$ cat src/sv/ura_pkg.sv
// Shared types and constants for the ultrasonic range averager.
// Used by ura_ranger, ura_averager and ultrasonic_range_averager_core.
package ura_pkg;

	localparam int CM_W       = 10;
	localparam int TIMER_W    = 24;
	localparam int TRIG_W     = 16;
	localparam int CFG_IDX_W  = 2;
	localparam int CFG_DATA_W = 24;

	localparam int TICKS_PER_CM_DEF = 58;
	localparam int AVERAGE_LOG2_DEF = 4;

	// Register indexes of the configuration port.
	localparam logic [CFG_IDX_W-1:0] REG_TRIGGER_TICKS = 2'd0;
	localparam logic [CFG_IDX_W-1:0] REG_SETTLE_TICKS  = 2'd1;
	localparam logic [CFG_IDX_W-1:0] REG_NO_ECHO_LIMIT = 2'd2;
	localparam logic [CFG_IDX_W-1:0] REG_MAX_CM        = 2'd3;

	localparam logic [TRIG_W-1:0]  TRIGGER_TICKS_RST = 16'd1000;
	localparam logic [TIMER_W-1:0] SETTLE_TICKS_RST  = 24'd62000;
	localparam logic [TIMER_W-1:0] NO_ECHO_LIMIT_RST = 24'd458752;
	localparam logic [CM_W-1:0]    MAX_CM_RST        = 10'd400;

	typedef enum logic [1:0] {
		PH_TRIGGER = 2'd0,
		PH_WAIT    = 2'd1,
		PH_SETTLE  = 2'd2
	} phase_t;

	typedef struct packed {
		logic [TRIG_W-1:0]  trigger_ticks;
		logic [TIMER_W-1:0] settle_ticks;
		logic [TIMER_W-1:0] no_echo_limit;
		logic [CM_W-1:0]    max_cm;
	} cfg_t;

	typedef struct packed {
		logic            trigger;
		logic            done;
		logic [CM_W-1:0] cm;
	} sample_t;

	typedef struct packed {
		logic            valid;
		logic [CM_W-1:0] value;
	} read_t;

endpackage

$ cat src/sv/ura_ranger.sv
// Trigger, echo timing and timeout sequencer of the range averager.
// Depends on ura_pkg; the echo width is kept as a quotient and remainder of TICKS_PER_CM.
module ura_ranger #(
	parameter int TICKS_PER_CM = ura_pkg::TICKS_PER_CM_DEF
) (
	input  logic              clk,
	input  logic              arst_n,
	input  logic              step,
	input  logic              echo,
	input  ura_pkg::cfg_t     cfg,
	output ura_pkg::sample_t  res
);

	localparam int RW  = (TICKS_PER_CM > 1) ? $clog2(TICKS_PER_CM) : 1;
	localparam int Q_W = ura_pkg::CM_W + 1;
	localparam logic [Q_W-1:0] QSAT = Q_W'(1 << ura_pkg::CM_W);
	localparam logic [RW:0]    RWRAP = (RW + 1)'(TICKS_PER_CM);

	ura_pkg::phase_t phase_q, phase_d;
	logic [ura_pkg::TIMER_W-1:0] timer_q, timer_d, timer_inc;
	logic                        started_q, started_d;
	logic [Q_W-1:0]              quot_q, quot_d;
	logic [RW-1:0]               rem_q, rem_d;
	logic                        prev_q;
	logic [RW:0]                 rem_inc;
	logic                        rise, hold_high, fall, timeout;
	logic [ura_pkg::TRIG_W-1:0]  trig_len;
	logic [ura_pkg::CM_W-1:0]    cm_meas;

	// Output logic: what this tick shows, from the state at its start.
	always_comb begin
		timer_inc = (timer_q == '1) ? timer_q : timer_q + 1'b1;
		rise      = echo && !prev_q;
		hold_high = echo && prev_q && started_q;
		fall      = !echo && prev_q && started_q;
		timeout   = timer_inc >= cfg.no_echo_limit;
		cm_meas   = (quot_q > {1'b0, cfg.max_cm}) ? cfg.max_cm : quot_q[ura_pkg::CM_W-1:0];
		trig_len  = (cfg.trigger_ticks == '0) ? ura_pkg::TRIG_W'(1) : cfg.trigger_ticks;
		res       = '0;
		case (phase_q)
			ura_pkg::PH_WAIT: begin
				res.done = fall || timeout;
				res.cm   = fall ? cm_meas : (timeout ? cfg.max_cm : '0);
			end
			ura_pkg::PH_SETTLE: begin
				res.trigger = 1'b0;
			end
			default: begin
				res.trigger = 1'b1;
			end
		endcase
	end

	// Next-state logic.
	always_comb begin
		phase_d   = phase_q;
		timer_d   = timer_inc;
		started_d = started_q;
		quot_d    = quot_q;
		rem_d     = rem_q;
		rem_inc   = {1'b0, rem_q} + 1'b1;
		case (phase_q)
			ura_pkg::PH_WAIT: begin
				if (res.done) begin
					started_d = 1'b0;
					quot_d    = '0;
					rem_d     = '0;
					timer_d   = '0;
					phase_d   = (cfg.settle_ticks == '0) ? ura_pkg::PH_TRIGGER
						: ura_pkg::PH_SETTLE;
				end else if (rise) begin
					started_d = 1'b1;
					quot_d    = (TICKS_PER_CM == 1) ? Q_W'(1) : '0;
					rem_d     = (TICKS_PER_CM == 1) ? '0 : RW'(1);
				end else if (hold_high && quot_q != QSAT) begin
					// Once the quotient passes any clamp value it stops counting.
					if (rem_inc == RWRAP) begin
						rem_d  = '0;
						quot_d = quot_q + 1'b1;
					end else begin
						rem_d = rem_inc[RW-1:0];
					end
				end
			end
			ura_pkg::PH_SETTLE: begin
				if (timer_inc >= cfg.settle_ticks) begin
					phase_d = ura_pkg::PH_TRIGGER;
					timer_d = '0;
				end
			end
			default: begin
				if (timer_inc >= {{(ura_pkg::TIMER_W - ura_pkg::TRIG_W){1'b0}}, trig_len}) begin
					phase_d   = ura_pkg::PH_WAIT;
					timer_d   = '0;
					started_d = 1'b0;
					quot_d    = '0;
					rem_d     = '0;
				end
			end
		endcase
	end

	always_ff @(posedge clk or negedge arst_n) begin
		if (!arst_n) begin
			phase_q   <= ura_pkg::PH_TRIGGER;
			timer_q   <= '0;
			started_q <= 1'b0;
			quot_q    <= '0;
			rem_q     <= '0;
			prev_q    <= 1'b0;
		end else if (step) begin
			phase_q   <= phase_d;
			timer_q   <= timer_d;
			started_q <= started_d;
			quot_q    <= quot_d;
			rem_q     <= rem_d;
			prev_q    <= echo;
		end
	end

`ifndef SYNTHESIS
	a_done_only_in_wait: assert property (@(posedge clk) disable iff (!arst_n)
		res.done |-> phase_q == ura_pkg::PH_WAIT)
		else $error("sample taken outside the echo wait");
	a_cm_clamped: assert property (@(posedge clk) disable iff (!arst_n)
		res.done |-> res.cm <= cfg.max_cm)
		else $error("sample above the clamp value");
	a_done_leaves_wait: assert property (@(posedge clk) disable iff (!arst_n)
		step && res.done |=> phase_q != ura_pkg::PH_WAIT && timer_q == '0)
		else $error("echo wait did not end after a sample");
`endif

endmodule

$ cat src/sv/ura_averager.sv
// Sample accumulator, stored average and read-and-clear logic.
// Depends on ura_pkg; averages 2**AVERAGE_LOG2 samples.
module ura_averager #(
	parameter int AVERAGE_LOG2 = ura_pkg::AVERAGE_LOG2_DEF
) (
	input  logic              clk,
	input  logic              arst_n,
	input  logic              step,
	input  logic              read_request,
	input  ura_pkg::sample_t  sample,
	output ura_pkg::read_t    rd
);

	localparam int SUM_W = ura_pkg::CM_W + AVERAGE_LOG2;
	localparam int CNT_W = AVERAGE_LOG2 + 1;
	localparam logic [CNT_W-1:0] CNT_FULL = CNT_W'(2 ** AVERAGE_LOG2);

	logic [SUM_W-1:0]          sum_q, sum_new;
	logic [CNT_W-1:0]          count_q, count_new;
	logic [ura_pkg::CM_W-1:0]  avg_q;
	logic                      full;

	always_comb begin
		rd.valid  = read_request && (avg_q != '0);
		rd.value  = rd.valid ? avg_q : '0;
		sum_new   = sum_q + SUM_W'(sample.cm);
		count_new = count_q + 1'b1;
		full      = sample.done && (count_new == CNT_FULL);
	end

	always_ff @(posedge clk or negedge arst_n) begin
		if (!arst_n) begin
			sum_q   <= '0;
			count_q <= '0;
			avg_q   <= '0;
		end else if (step) begin
			// A read clears first, so an average stored on the same tick survives.
			if (full) begin
				avg_q <= sum_new[SUM_W-1 -: ura_pkg::CM_W];
			end else if (rd.valid) begin
				avg_q <= '0;
			end
			if (full) begin
				sum_q   <= '0;
				count_q <= '0;
			end else if (sample.done) begin
				sum_q   <= sum_new;
				count_q <= count_new;
			end
		end
	end

`ifndef SYNTHESIS
	a_read_clears: assert property (@(posedge clk) disable iff (!arst_n)
		step && rd.valid && !full |=> avg_q == '0)
		else $error("stored average not cleared by a read");
	a_count_in_range: assert property (@(posedge clk) disable iff (!arst_n)
		count_q < CNT_FULL)
		else $error("sample count beyond the averaging window");
	a_idle_keeps_average: assert property (@(posedge clk) disable iff (!arst_n)
		!step |=> $stable(avg_q))
		else $error("stored average changed without a transfer");
`endif

endmodule

$ cat src/sv/ultrasonic_range_averager_core.sv
// Top level of the ultrasonic range averager: handshakes, configuration registers, result register.
// Depends on ura_pkg, ura_ranger and ura_averager.
//
//   channel  direction  handshake             payload
//   in       input      in_valid / in_stall   echo, read_request
//   out      output     out_valid / out_stall trigger, sample_done, sample_cm,
//                                             read_valid, read_value
//   cfg      input      cfg_write             cfg_index, cfg_data
//
// Each tick item passes an input register, then one pass of sequencer and averager logic into
// the result register; one item per cycle is sustained while out_stall is low.
// The input register keeps taking items while a result waits, as long as the result register
// will be free on the next edge; out_stall holds the pipeline and the sequencer state.
// Reset puts the sequencer in the trigger phase with all counters and the average cleared.
module ultrasonic_range_averager_core #(
	parameter int TICKS_PER_CM = ura_pkg::TICKS_PER_CM_DEF,
	parameter int AVERAGE_LOG2 = ura_pkg::AVERAGE_LOG2_DEF
) (
	input  logic                             clk,
	input  logic                             arst_n,
	input  logic                             in_valid,
	output logic                             in_stall,
	input  logic                             echo,
	input  logic                             read_request,
	output logic                             out_valid,
	input  logic                             out_stall,
	output logic                             trigger,
	output logic                             sample_done,
	output logic [ura_pkg::CM_W-1:0]         sample_cm,
	output logic                             read_valid,
	output logic [ura_pkg::CM_W-1:0]         read_value,
	input  logic                             cfg_write,
	input  logic [ura_pkg::CFG_IDX_W-1:0]    cfg_index,
	input  logic [ura_pkg::CFG_DATA_W-1:0]   cfg_data
);

	ura_pkg::cfg_t     cfg_q;
	ura_pkg::sample_t  sample;
	ura_pkg::read_t    rd;

	logic valid_s1, echo_s1, read_s1;
	logic out_valid_q;
	logic advance;

	assign advance  = valid_s1 && (!out_valid_q || !out_stall);
	assign in_stall = valid_s1 && !advance;

	always_ff @(posedge clk or negedge arst_n) begin
		if (!arst_n) begin
			cfg_q.trigger_ticks <= ura_pkg::TRIGGER_TICKS_RST;
			cfg_q.settle_ticks  <= ura_pkg::SETTLE_TICKS_RST;
			cfg_q.no_echo_limit <= ura_pkg::NO_ECHO_LIMIT_RST;
			cfg_q.max_cm        <= ura_pkg::MAX_CM_RST;
		end else if (cfg_write) begin
			case (cfg_index)
				ura_pkg::REG_TRIGGER_TICKS: cfg_q.trigger_ticks <= cfg_data[ura_pkg::TRIG_W-1:0];
				ura_pkg::REG_SETTLE_TICKS:  cfg_q.settle_ticks  <= cfg_data;
				ura_pkg::REG_NO_ECHO_LIMIT: cfg_q.no_echo_limit <= cfg_data;
				ura_pkg::REG_MAX_CM:        cfg_q.max_cm        <= cfg_data[ura_pkg::CM_W-1:0];
				default: ;
			endcase
		end
	end

	always_ff @(posedge clk or negedge arst_n) begin
		if (!arst_n) begin
			valid_s1 <= 1'b0;
		end else if (!in_stall) begin
			valid_s1 <= in_valid;
		end
	end

	always_ff @(posedge clk) begin
		if (in_valid && !in_stall) begin
			echo_s1 <= echo;
			read_s1 <= read_request;
		end
	end

	ura_ranger #(
		.TICKS_PER_CM(TICKS_PER_CM)
	) u_ranger (
		.clk    (clk),
		.arst_n (arst_n),
		.step   (advance),
		.echo   (echo_s1),
		.cfg    (cfg_q),
		.res    (sample)
	);

	ura_averager #(
		.AVERAGE_LOG2(AVERAGE_LOG2)
	) u_averager (
		.clk          (clk),
		.arst_n       (arst_n),
		.step         (advance),
		.read_request (read_s1),
		.sample       (sample),
		.rd           (rd)
	);

	always_ff @(posedge clk or negedge arst_n) begin
		if (!arst_n) begin
			out_valid_q <= 1'b0;
		end else if (advance) begin
			out_valid_q <= 1'b1;
		end else if (!out_stall) begin
			out_valid_q <= 1'b0;
		end
	end

	always_ff @(posedge clk) begin
		if (advance) begin
			trigger     <= sample.trigger;
			sample_done <= sample.done;
			sample_cm   <= sample.cm;
			read_valid  <= rd.valid;
			read_value  <= rd.value;
		end
	end

	assign out_valid = out_valid_q;

endmodule

$ cat config.mk
export PLATFORM = sky130hd
export DESIGN_NAME = ultrasonic_range_averager_core
export DESIGN_NICKNAME = d
export VERILOG_FILES = /design/src/sv/ura_pkg.sv /design/src/sv/ura_ranger.sv /design/src/sv/ura_averager.sv /design/src/sv/ultrasonic_range_averager_core.sv
export SDC_FILE = /design/constraint.sdc
export NUM_CORES = 1
export LEC_CHECK = 0
export BUFFER_PORTS_ARGS = -buffer_cell sky130_fd_sc_hd__buf_4
export CELL_PAD_IN_SITES_DETAIL_PLACEMENT = 1
export CELL_PAD_IN_SITES_GLOBAL_PLACEMENT = 2
export CORE_UTILIZATION = 41
export CTS_CLUSTER_DIAMETER = 50
export DETAILED_ROUTE_END_ITERATION = 7
export GPL_TIMING_DRIVEN = 0
export PLACE_DENSITY = 0.84
export SLEW_MARGIN = 20
export SYNTH_ARGS = -nofsm -noshare
export SYNTH_HDL_FRONTEND = slang
export SYNTH_HIERARCHICAL = 1
export SYNTH_SLANG_ARGS = --single-unit
$ cat constraint.sdc
create_clock -name clk -period 6.8 [get_ports clk]
set_input_delay 0.68 -clock clk [delete_from_list [all_inputs] [get_ports clk]]
set_output_delay 0.68 -clock clk [all_outputs]
set_load 0.02 [all_outputs]
==> flow_metrics.tcl, run 1 <==
set metrics [dict create \
    outcome "finished, final reports clean" \
    synthAdderAreaFrac 0.108 \
    synth_cell_types 88 \
    ir_drop_uv 170 \
    slowest_delay_ns 0.46 \
    setup_violations 0 \
    grt_first_pass_wirelength_mm 48.3 \
    ff2ff_setup_slack_ns 0.44 \
    syn_area_sq_um 10800 \
    final_area_sq_um 12400 \
    start_util 0.417 \
    synth_xor_area_frac 0.0308 \
    cpMostUsedCell "ha_1" \
    numPortBuffers 57 \
    post-dp-hpwl_mm 22.5 \
    routed_wl_mm 29.7 \
    cp.depth 26 \
    dpl_cell_area_sq_um 11700 \
    r2r_end "u_averager/sum_q[12]" \
    fp.dieW_microns 164 \
    yosys.area.top_type "dfrtp_1" \
    syn_avg_cell_area_sq_um 10.3 \
    powerDensity_nw_per_um2 259 \
    cts.htree.levels 4 \
    postSynthCellCount 1045 \
    yosys_warnings 6 \
    insertion_delay_ns 0.43 \
    grtUsageTotal 0.232 \
    timing.final.ws_setup_ns 0.439 \
    synth_edf_count 25 \
    drtAntennaViolNets 0 \
    final_max_slew_viol_count 0 \
    worstMarginPinSlew_ns 0.849 \
    ys_seq_elements 175 \
    holdWs_ns 0.203 \
    cp-start-kind "flop" \
    cp-startpoint "u_ranger/timer_q[0]" \
    drive_gt1_frac 0.220 \
    min_period_ns 6.36 \
    rr_startpoint "u_ranger/timer_q[0]" \
    vias 8386 \
    synth.area.top_cells "dfrtp_1 (30%), ha_1 (11%), mux2_2 (8.0%), edfxtp_1 (7.0%), dfstp_2 (4.6%)" \
    routedWlPerCell_microns 20.2 \
    ys.flop_type "dfrtp_1" \
    ys_seq_area_frac 0.419 \
    drt_first_pass_iters 5 \
    yosys.area.top_type_share 0.304 \
    clk_pin_slew_ns 0.08 \
    die_y_microns 164 \
    required_ns 7.13 \
    final_util 0.480 \
    reg2reg_depth 26 \
    synth_top_family_by_area "simple AND/OR/NAND/NOR gates" \
    grt.overflow.total 0 \
    diodes 0 \
    gp_congestion 0.835 \
    hold_viol 0 \
    nets 1253 \
    hold_path_class "in2async" \
    async_flop_share 0.857 \
    cts_tree "done" \
    crit_path_max_fanout 10 \
    cpLargestDelayFamily "simple AND/OR/NAND/NOR gates" \
    critical_path_buf_inv_count 3 \
    muxShareOfSynthArea 0.0938 \
    root_buffer "clkbuf_16" \
    fmax_ghz 0.157 \
    rsz0062_at_grt "false" \
    fp-row-count 59 \
    critPathKind "reg2reg" \
    slowest_stage "dfrtp_1" \
    synth_fp_nets 1171 \
    finClkSkew_ns 0.0169 \
    clockBufferDepth 2 \
    leakagePower_nw 5.54 \
    synthToLayoutAreaGrowth_pct 15.2 \
    min_period_over_period 0.935 \
    drtIter0Drc 421 \
    die-area_sq_um 27000 \
    io_pins 58 \
    preCtsSetupSlack_ns -0.997 \
    end_kind "flop" \
    synth_compound_area_frac 0.134 \
    grt_max_degree 84 \
    maxCapViolations 0 \
    viasPerCell 5.69 \
    drcViolationCount 0 \
    critPathArrivalTime_ns 6.69 \
    yosys.area_share.simple 0.159 \
    antenna_found_initial 0 \
    core_sq_um 25900 \
    slew_headroom 0.431 \
    cts_buffers 17 \
    grt_pass1_vias 8585 \
    cts_sinks 175 \
]
-- placed cells by master (no fill, tap or decap), types with 11 or more instances in the layout --
cell type / netlist / routed
buf_4: 2 / 62
nor3_1: 16 / 15
o21ai_1: 11 / 11
xor2_1: 12 / 11
o31ai_1: 12 / 12
inv_1: 98 / 98
nor2b_1: 11 / 11
clkbuf_1: 15 / 13
mux2_2: 77 / 77
o21ai_0: 29 / 29
and2_1: 16 / 16
nand2_1: 96 / 96
a32o_1: 12 / 12
dfrtp_1: 131 / 131
nor4_1: 20 / 17
nor2_1: 39 / 39
nand4_1: 24 / 24
o21a_1: 15 / 15
buf_2: 11 / 11
nand3_1: 29 / 29
xnor2_1: 26 / 26
clkbuf_16: 0 / 17
dfstp_2: 19 / 19
a21oi_1: 35 / 35
ha_1: 92 / 92
edfxtp_1: 25 / 25
mux2i_1: 13 / 11
-- cell type report --
type / count / area (sq um)
fill: 2845 / 13500
multi-input combinational: 737 / 5780
buffer: 35 / 211
clock inverter: 15 / 178
sequential: 175 / 4530
inverter: 98 / 368
tap: 335 / 419
clock buffer: 17 / 425
timing repair buffer: 63 / 520
-- how the worst max path moves through the flow --
stage | endpoint | slack (ns)
detailed placement | u_averager/sum_q[12] | -1.0
CTS | u_averager/sum_q[12] | 0.11
global route | u_averager/sum_q[12] | 0.12
global placement | u_averager/sum_q[12] | -1.40
floorplan | u_averager/sum_q[12] | 0.70
finish | u_averager/sum_q[12] | 0.44
-- kinds of logic after synthesis --
kind of cell | after synthesis
and+or+nand+nor | 316
muxes | 91
adders and majority gates | 93
AOI/OAI and AO/OA | 199
xor gates and xnor gates | 38
buffers and inverters | 133
DFF | 175
-- synthesized netlist by cell type (all sizes together), types with 5 or more instances --
cell / count
nand4: 27
mux2i: 13
o21a: 15
or2: 6
or3: 8
dfstp: 19
edfxtp: 25
nand2: 96
o2111ai: 5
or4: 10
and3: 7
ha: 92
clkbuf: 15
nand3: 30
dfrtp: 131
xor2: 12
a31oi: 5
nand2b: 5
nand3b: 5
a211oi: 7
o21ai: 40
nor4: 22
a21oi: 36
o31ai: 13
nor3: 17
mux2: 78
nor2: 40
inv: 98
nor2b: 12
a21o: 8
a32o: 13
xnor2: 26
buf: 20
and2: 18
o211ai: 11
-- flip-flops by register name, indices dropped and copies added (netlist names), 2 cells and up --
register / count
u_averager/sum_q: 14
u_ranger/quot_q: 11
u_ranger/timer_q: 24
u_averager/avg_q: 10
cfg_q: 74
sample_cm: 10
read_value: 10
u_averager/count_q: 5
u_ranger/phase_q: 2
u_ranger/rem_q: 6
-- routing by layer --
layer	vias to the layer above	routed length [microns]	GRT usage
li1	3982	-	-
met1	4259	15000	0.341
met2	121	13700	0.364
met3	24	698	0.0250
met4	0	379	0.0530
met5	-	0	0
-- timing repair --
| item | CTS | global route |
|---|---|---|
| hold endpoints to repair | 0 | 0 |
| pin swaps | 1 | 3 |
| setup endpoints to repair | 24 | 10 |
| buffers inserted | 2 | 2 |
| resized for setup | 6 | 7 |
| hold buffers | 0 | 0 |
-- where the power goes --
part           leakage (nW)  total (mW)  switching [mW]  internal, mW
clock network         0.290        1.02           0.465         0.555
logic                  3.13       0.848           0.500         0.348
registers              2.13        1.35           0.131          1.22
total                  5.54        3.21            1.10          2.12
-- metrics by stage --
step	TNS [ns]	power (mW)	std cells
floorplan	0	1.89	1045
global placement	-24.63	2.16	1437
detailed placement	-13.82	2.20	1439
CTS	0	3.24	1473
global route	0	3.39	1475
finish	0	3.21	1475
(Power assumes the default switching activity.)
==> run 2: changes to the inputs <==
Clock period 6.8 ns to 6.1 ns, I/O delays scaled along.
==> run 2 against run 1 <==
  * Via count increased by 0.79%
  * Maximum frequency increased by 8.7%
  * Final cell count increased by 0.75%
  * Core utilization up 0.91 points
  * Combinational power increased by 15%
  * Die area did not move
  * Critical path type unchanged
==> flow_metrics.tcl, run 2 (synthesis gave the netlist of run 1 again) <==
set metrics [dict create \
    cts_buffers 17 \
    final_cells 1486 \
    synthToLayoutAreaGrowth_pct 17.4 \
    final_cell_mix "dfrtp_1 (129), inv_1 (98), nand2_1 (94)" \
    cts_hold_buf 0 \
    largest_reg_flops 74 \
    leakagePower_nw 5.70 \
    io_pins 58 \
    r2r_end "u_averager/avg_q[2]" \
    worstMarginPinSlew_ns 0.871 \
    min_period_over_period 0.959 \
    grt.overflow.total 0 \
    grt_max_degree 84 \
    clk_pin_slew_ns 0.08 \
    min_period_ns 5.85 \
    routedWlPerCell_microns 20.2 \
    required_ns 6.41 \
    grt_first_pass_wirelength_mm 48.7 \
    numPortBuffers 57 \
    ff2ff_setup_slack_ns 0.25 \
    grt_pass1_vias 8648 \
    antenna_found_initial 0 \
    final_common_cell "dfrtp_1" \
    slew_headroom 0.419 \
    core_sq_um 25900 \
    hold_viol 0 \
    gp_congestion 0.835 \
    end_kind "flop" \
    drcViolationCount 0 \
    reg2reg_depth 24 \
    diodes 0 \
    viasPerCell 5.69 \
    final_max_slew_viol_count 0 \
    drtAntennaViolNets 0 \
    setup_violations 0 \
    powerDensity_nw_per_um2 285 \
    nets 1264 \
    die-area_sq_um 27000 \
    root_buffer "clkbuf_16" \
    drive_gt1_frac 0.245 \
    post-dp-hpwl_mm 22.5 \
    vias 8452 \
    cts_sinks 175 \
    reg_top3 "cfg_q: 74 flops, u_ranger/timer_q: 24 flops, u_averager/sum_q: 14 flops" \
    dp_cells 1439 \
    critPathKind "reg2reg" \
    largest-register "cfg_q" \
    ir_drop_uv 190 \
    fp-row-count 59 \
    fp.dieW_microns 164 \
    insertion_delay_ns 0.43 \
    outcome "finished, final reports clean" \
    drt_first_pass_iters 5 \
    rsz0062_at_grt "false" \
    clockBufferDepth 2 \
    crit_path_max_fanout 12 \
    power.total_mw 3.61 \
    routed_wl_mm 30.1 \
    fmax_ghz 0.171 \
    hold_path_class "in2async" \
    grtUsageTotal 0.234 \
    rr_startpoint "u_ranger/timer_q[1]" \
    finClkSkew_ns 0.0166 \
    cts_tree "done" \
    die_y_microns 164 \
    maxCapViolations 0 \
    critPathArrivalTime_ns 6.17 \
    holdWs_ns 0.128 \
    tns_ns 0 \
    start_util 0.417 \
    cts.htree.levels 4 \
    drtIter0Drc 519 \
    cp-start-kind "flop" \
]
[run 2: per-stage QoR]
stage | utilization | area, sq um | setup slack, ns
2_1_floorplan | - | 10800 | 0.00463
3_3_place_gp | 0.449 | 11600 | -2.10
6_report | 0.489 | 12700 | 0.248
3_5_place_dp | 0.452 | 11700 | -1.70
4_1_cts | 0.483 | 12500 | 0.0405
5_1_grt | 0.489 | 12700 | 0.0354
[run 2: timing repair]
item,4_1_cts,5_1_grt
resized for setup,23,22
buffers inserted,6,10
pin swaps,7,9
endpoints found under the setup margin,37,14
[run 2: layout make-up]
type	instances	area [sq um]
fillers	2826	13200
repair buffers	75	611
plain buffers	34	216
clock buffers	17	425
multi-input cells	737	5920
inverters	98	368
clock inverters	15	178
flip-flops and latches	175	4530
well taps	335	419
[run 2: worst max-delay path, stage by stage (launching register included)]
cell	delay, ns
dfrtp_2	0.46
ha_4	0.20
nand4_4	0.15
nor3_4	0.08
a2111oi_4	0.37
and3_4	0.26
nand2_2	0.12
nor2_4	0.16
xor2_2	0.10
ha_1	0.30
nand4_1	0.20
nor4_4	0.38
nand4_1	0.20
o211ai_1	0.23
buf_4	0.18
and2_4	0.16
buf_4	0.19
nand2_1	0.07
mux2i_1	0.32
ha_1	0.34
nor2b_4	0.15
o31a_1	0.32
o21a_1	0.21
or3_1	0.33
a32o_2	0.27
[run 2: where the power goes]
part	leakage, nW	internal, mW	switching (mW)
sequential	2.12	1.36	0.147
clock	0.290	0.619	0.519
combinational	3.28	0.403	0.568
total	5.70	2.38	1.23
[run 2: how the worst max path moves through the flow]
stage	slack (ns)	depth (start not counted)	to	startpoint
after CTS	0.04	26	u_averager/sum_q[12]	u_ranger/timer_q[12]
after detailed placement	-1.70	24	u_averager/sum_q[12]	u_ranger/timer_q[0]
after floorplan	0.005	25	u_averager/sum_q[12]	u_ranger/timer_q[0]
final	0.25	24	u_averager/avg_q[2]	u_ranger/timer_q[1]
after global placement	-2.10	24	u_averager/sum_q[12]	u_ranger/timer_q[0]
after global routing	0.04	26	u_averager/sum_q[12]	u_ranger/timer_q[1]
[run 2: layer usage]
layer | global-route usage | wire length [microns]
met5 | 0 | 0
met4 | 0.0572 | 469
met3 | 0.0250 | 723
met2 | 0.367 | 13900
met1 | 0.344 | 14900
==> run 3: changes to the inputs <==
Settings changed: ABC_AREA from default to 1, CORE_UTILIZATION 41 to 37.
==> run 3 against run 2 <==
  * Clock power is essentially flat
  * Synthesized cell count is 45% higher
  * Routed wire length rose by 18%
  * Sequential share of layout area down 1.5 points
  * Critical path depth is 4 higher
  * First-iteration DRC count rose by 0.19%
  * Total power increased by 0.84%
  * Final cell count grew 35%
  * Worst setup slack gained 0.26 ns
  * Combinational power increased by 4%
  * Via count rose by 23%
  * Critical endpoint is now u_averager/avg_q[1]
  * Largest power group unchanged
==> flow_metrics.tcl, run 3 <==
set metrics [dict create \
    tns_ns 0 \
    ys_seq_elements 175 \
    cts_sinks 175 \
    routedWlPerCell_microns 17.7 \
    async_flop_share 0.857 \
    p_sw_mw 1.30 \
    outcome "finished, final reports clean" \
    timing.final.ws_setup_ns 0.504 \
    grt_first_pass_wirelength_mm 57.7 \
    cpMostUsedCell "nand2_1" \
    maxCapViolations 0 \
    ir_drop_uv 174 \
    syn_area_sq_um 11600 \
    hold_path_class "in2async" \
    nets 1719 \
    critical_path_buf_inv_count 5 \
    setup_violations 0 \
    final_max_slew_viol_count 0 \
    slew_headroom 0.311 \
    synth_fp_nets 1642 \
    critPathKind "reg2reg" \
    min_period_ns 5.60 \
    hold_viol 0 \
    synthTopCellsByCount "nand2_1 (493), inv_1 (196), dfrtp_1 (131)" \
    synth_edf_count 25 \
    vias 10400 \
    drt_first_pass_iters 5 \
    ys_seq_area_frac 0.391 \
    rsz0062_at_grt "false" \
    fp-row-count 64 \
    yosys_warnings 6 \
    grt_pass1_vias 10700 \
    post-dp-hpwl_mm 27.5 \
    power.total_mw 3.64 \
    required_ns 6.48 \
    synth.area.top_cells "dfrtp_1 (28%), nand2_1 (16%), ha_1 (9.9%), nand4_1 (6.5%), edfxtp_1 (6.5%)" \
    core_sq_um 30700 \
    grt.met2_usage 0.378 \
    ys.flop_type "dfrtp_1" \
    cp-startpoint "u_ranger/timer_q[0]" \
    cts_tree "done" \
    largest_reg_flops 74 \
    syn_avg_cell_area_sq_um 7.64 \
    global_route.usage.met3 0.0318 \
    fp.dieW_microns 179 \
    cts.htree.levels 4 \
    final_cell_mix "nand2_1 (493), inv_1 (196), dfrtp_1 (131)" \
    dpl_cell_area_sq_um 12500 \
    yosys.area.top_type_share 0.283 \
    worstMarginPinSlew_ns 1.02 \
    grt_max_degree 80 \
    routed_wl_mm 35.5 \
    die_y_microns 179 \
    endpoint "u_averager/avg_q[1]" \
    cp-start-kind "flop" \
    antenna_found_initial 0 \
    cpLargestDelayFamily "simple AND/OR/NAND/NOR gates" \
    holdWs_ns 0.131 \
    grt.overflow.total 0 \
    clk_pin_slew_ns 0.07 \
    dp_cells 1969 \
    clockBufferDepth 2 \
    crit_path_max_fanout 10 \
    yosys.area.top_type "dfrtp_1" \
    insertion_delay_ns 0.45 \
    fmax_ghz 0.179 \
    p_int_mw 2.35 \
    gr-max-usage-layer "met2" \
    final_common_cell "nand2_1" \
    drcViolationCount 0 \
    postSynthCellCount 1516 \
    r2r_end "u_averager/avg_q[1]" \
    preCtsSetupSlack_ns 0.0171 \
    end_kind "flop" \
    cp.depth 28 \
    clockPowerShare 0.319 \
    drive_gt1_frac 0.128 \
    final_util 0.430 \
    synthMostInstantiatedCell "nand2_1" \
    pwr-share-seq 0.404 \
    grtUsageMet1 0.330 \
    drtAntennaViolNets 0 \
    rr_startpoint "u_ranger/timer_q[0]" \
    finClkSkew_ns 0.0156 \
    viasPerCell 5.18 \
    final_area_sq_um 13200 \
    gp_congestion 0.825 \
    critPathArrivalTime_ns 5.97 \
    slowest_stage "a311oi_1" \
    slowest_delay_ns 0.59 \
    synth_cell_types 52 \
    start_util 0.378 \
    powerDensity_nw_per_um2 276 \
    p_comb_frac 0.277 \
    swShare 0.356 \
    die-area_sq_um 32000 \
    largest-register "cfg_q" \
    cts_buffers 17 \
    final_cells 2002 \
    drtIter0Drc 520 \
    io_pins 58 \
    reg2reg_depth 28 \
    leakagePower_nw 6.92 \
    diodes 0 \
    synthToLayoutAreaGrowth_pct 14.0 \
    ff2ff_setup_slack_ns 0.50 \
    root_buffer "clkbuf_16" \
    reg_top3 "cfg_q: 74 flops, u_ranger/timer_q: 24 flops, u_averager/sum_q: 14 flops" \
    numPortBuffers 56 \
    grtUsageTotal 0.235 \
    min_period_over_period 0.917 \
]
[run 3: what timing repair did]
| item | 4_1_cts | 5_1_grt |
|---|---|---|
| pin swaps | 0 | 1 |
| endpoints found under the setup margin | 1 | 20 |
| gates cloned | 0 | 0 |
| setup buffers | 0 | 1 |
| resized for setup | 1 | 8 |
| hold buffers | 0 | 0 |
[run 3: power groups by stage]
stage / Clock (mW) / Sequential, mW / Combinational [mW]
floorplan: 0 / 1.46 / 0.657
global placement: 0 / 1.48 / 0.957
detailed placement: 0 / 1.49 / 1.00
CTS: 1.20 / 1.47 / 1.01
global route: 1.24 / 1.49 / 1.15
finish: 1.16 / 1.47 / 1.01
[run 3: area by class of cell]
class	instances	area [sq um]
Buffer	55	314
Clock buffer	24	483
Clock inverter	8	128
Fill cell	3830	17500
Inverter	205	773
Multi-Input combinational cell	1081	6020
Sequential cell	175	4530
Tap cell	396	495
Timing Repair Buffer	58	463
[run 3: worst register-to-register path: cells and delay by family (launching register included)]
family | cells | cell delay (ns)
adder cells (fa/ha/maj) | 3 | 1.03
AND/OR/NAND/NOR | 16 | 2.22
flip-flops | 1 | 0.44
XOR/XNOR | 2 | 0.47
AO/OA/AOI/OAI | 2 | 0.72
buffers and inverters | 5 | 0.67
[run 3: logic make-up (layout without fill, tap and decap cells)]
family | after synthesis | after routing | synth area share
adders and majority gates | 93 | 93 | 0.101
xor gates and xnor gates | 31 | 31 | 0.0234
buffers and inverters | 260 | 350 | 0.0938
AOI/OAI and AO/OA | 89 | 89 | 0.0484
and+or+nand+nor | 867 | 867 | 0.341
muxes | 1 | 1 | 0.000864
DFF | 175 | 175 | 0.391
[run 3: routing by layer]
layer	vias up	routed length, microns
li1	5120	-
met1	5066	17300
met2	150	16500
met3	30	1110
met4	0	539
met5	-	0
[run 3: how the worst min path moves through the flow]
stage               startpoint   endpoint  slack (ns)  cells past startpoint
global route            arst_n  cfg_q[17]        0.18                      1
CTS                     arst_n  cfg_q[17]        0.17                      1
floorplan               arst_n   cfg_q[0]        0.31                      0
global placement     cfg_q[27]  cfg_q[27]        0.45                      2
detailed placement   cfg_q[26]  cfg_q[26]        0.46                      2
finish                  arst_n  cfg_q[17]        0.13                      1
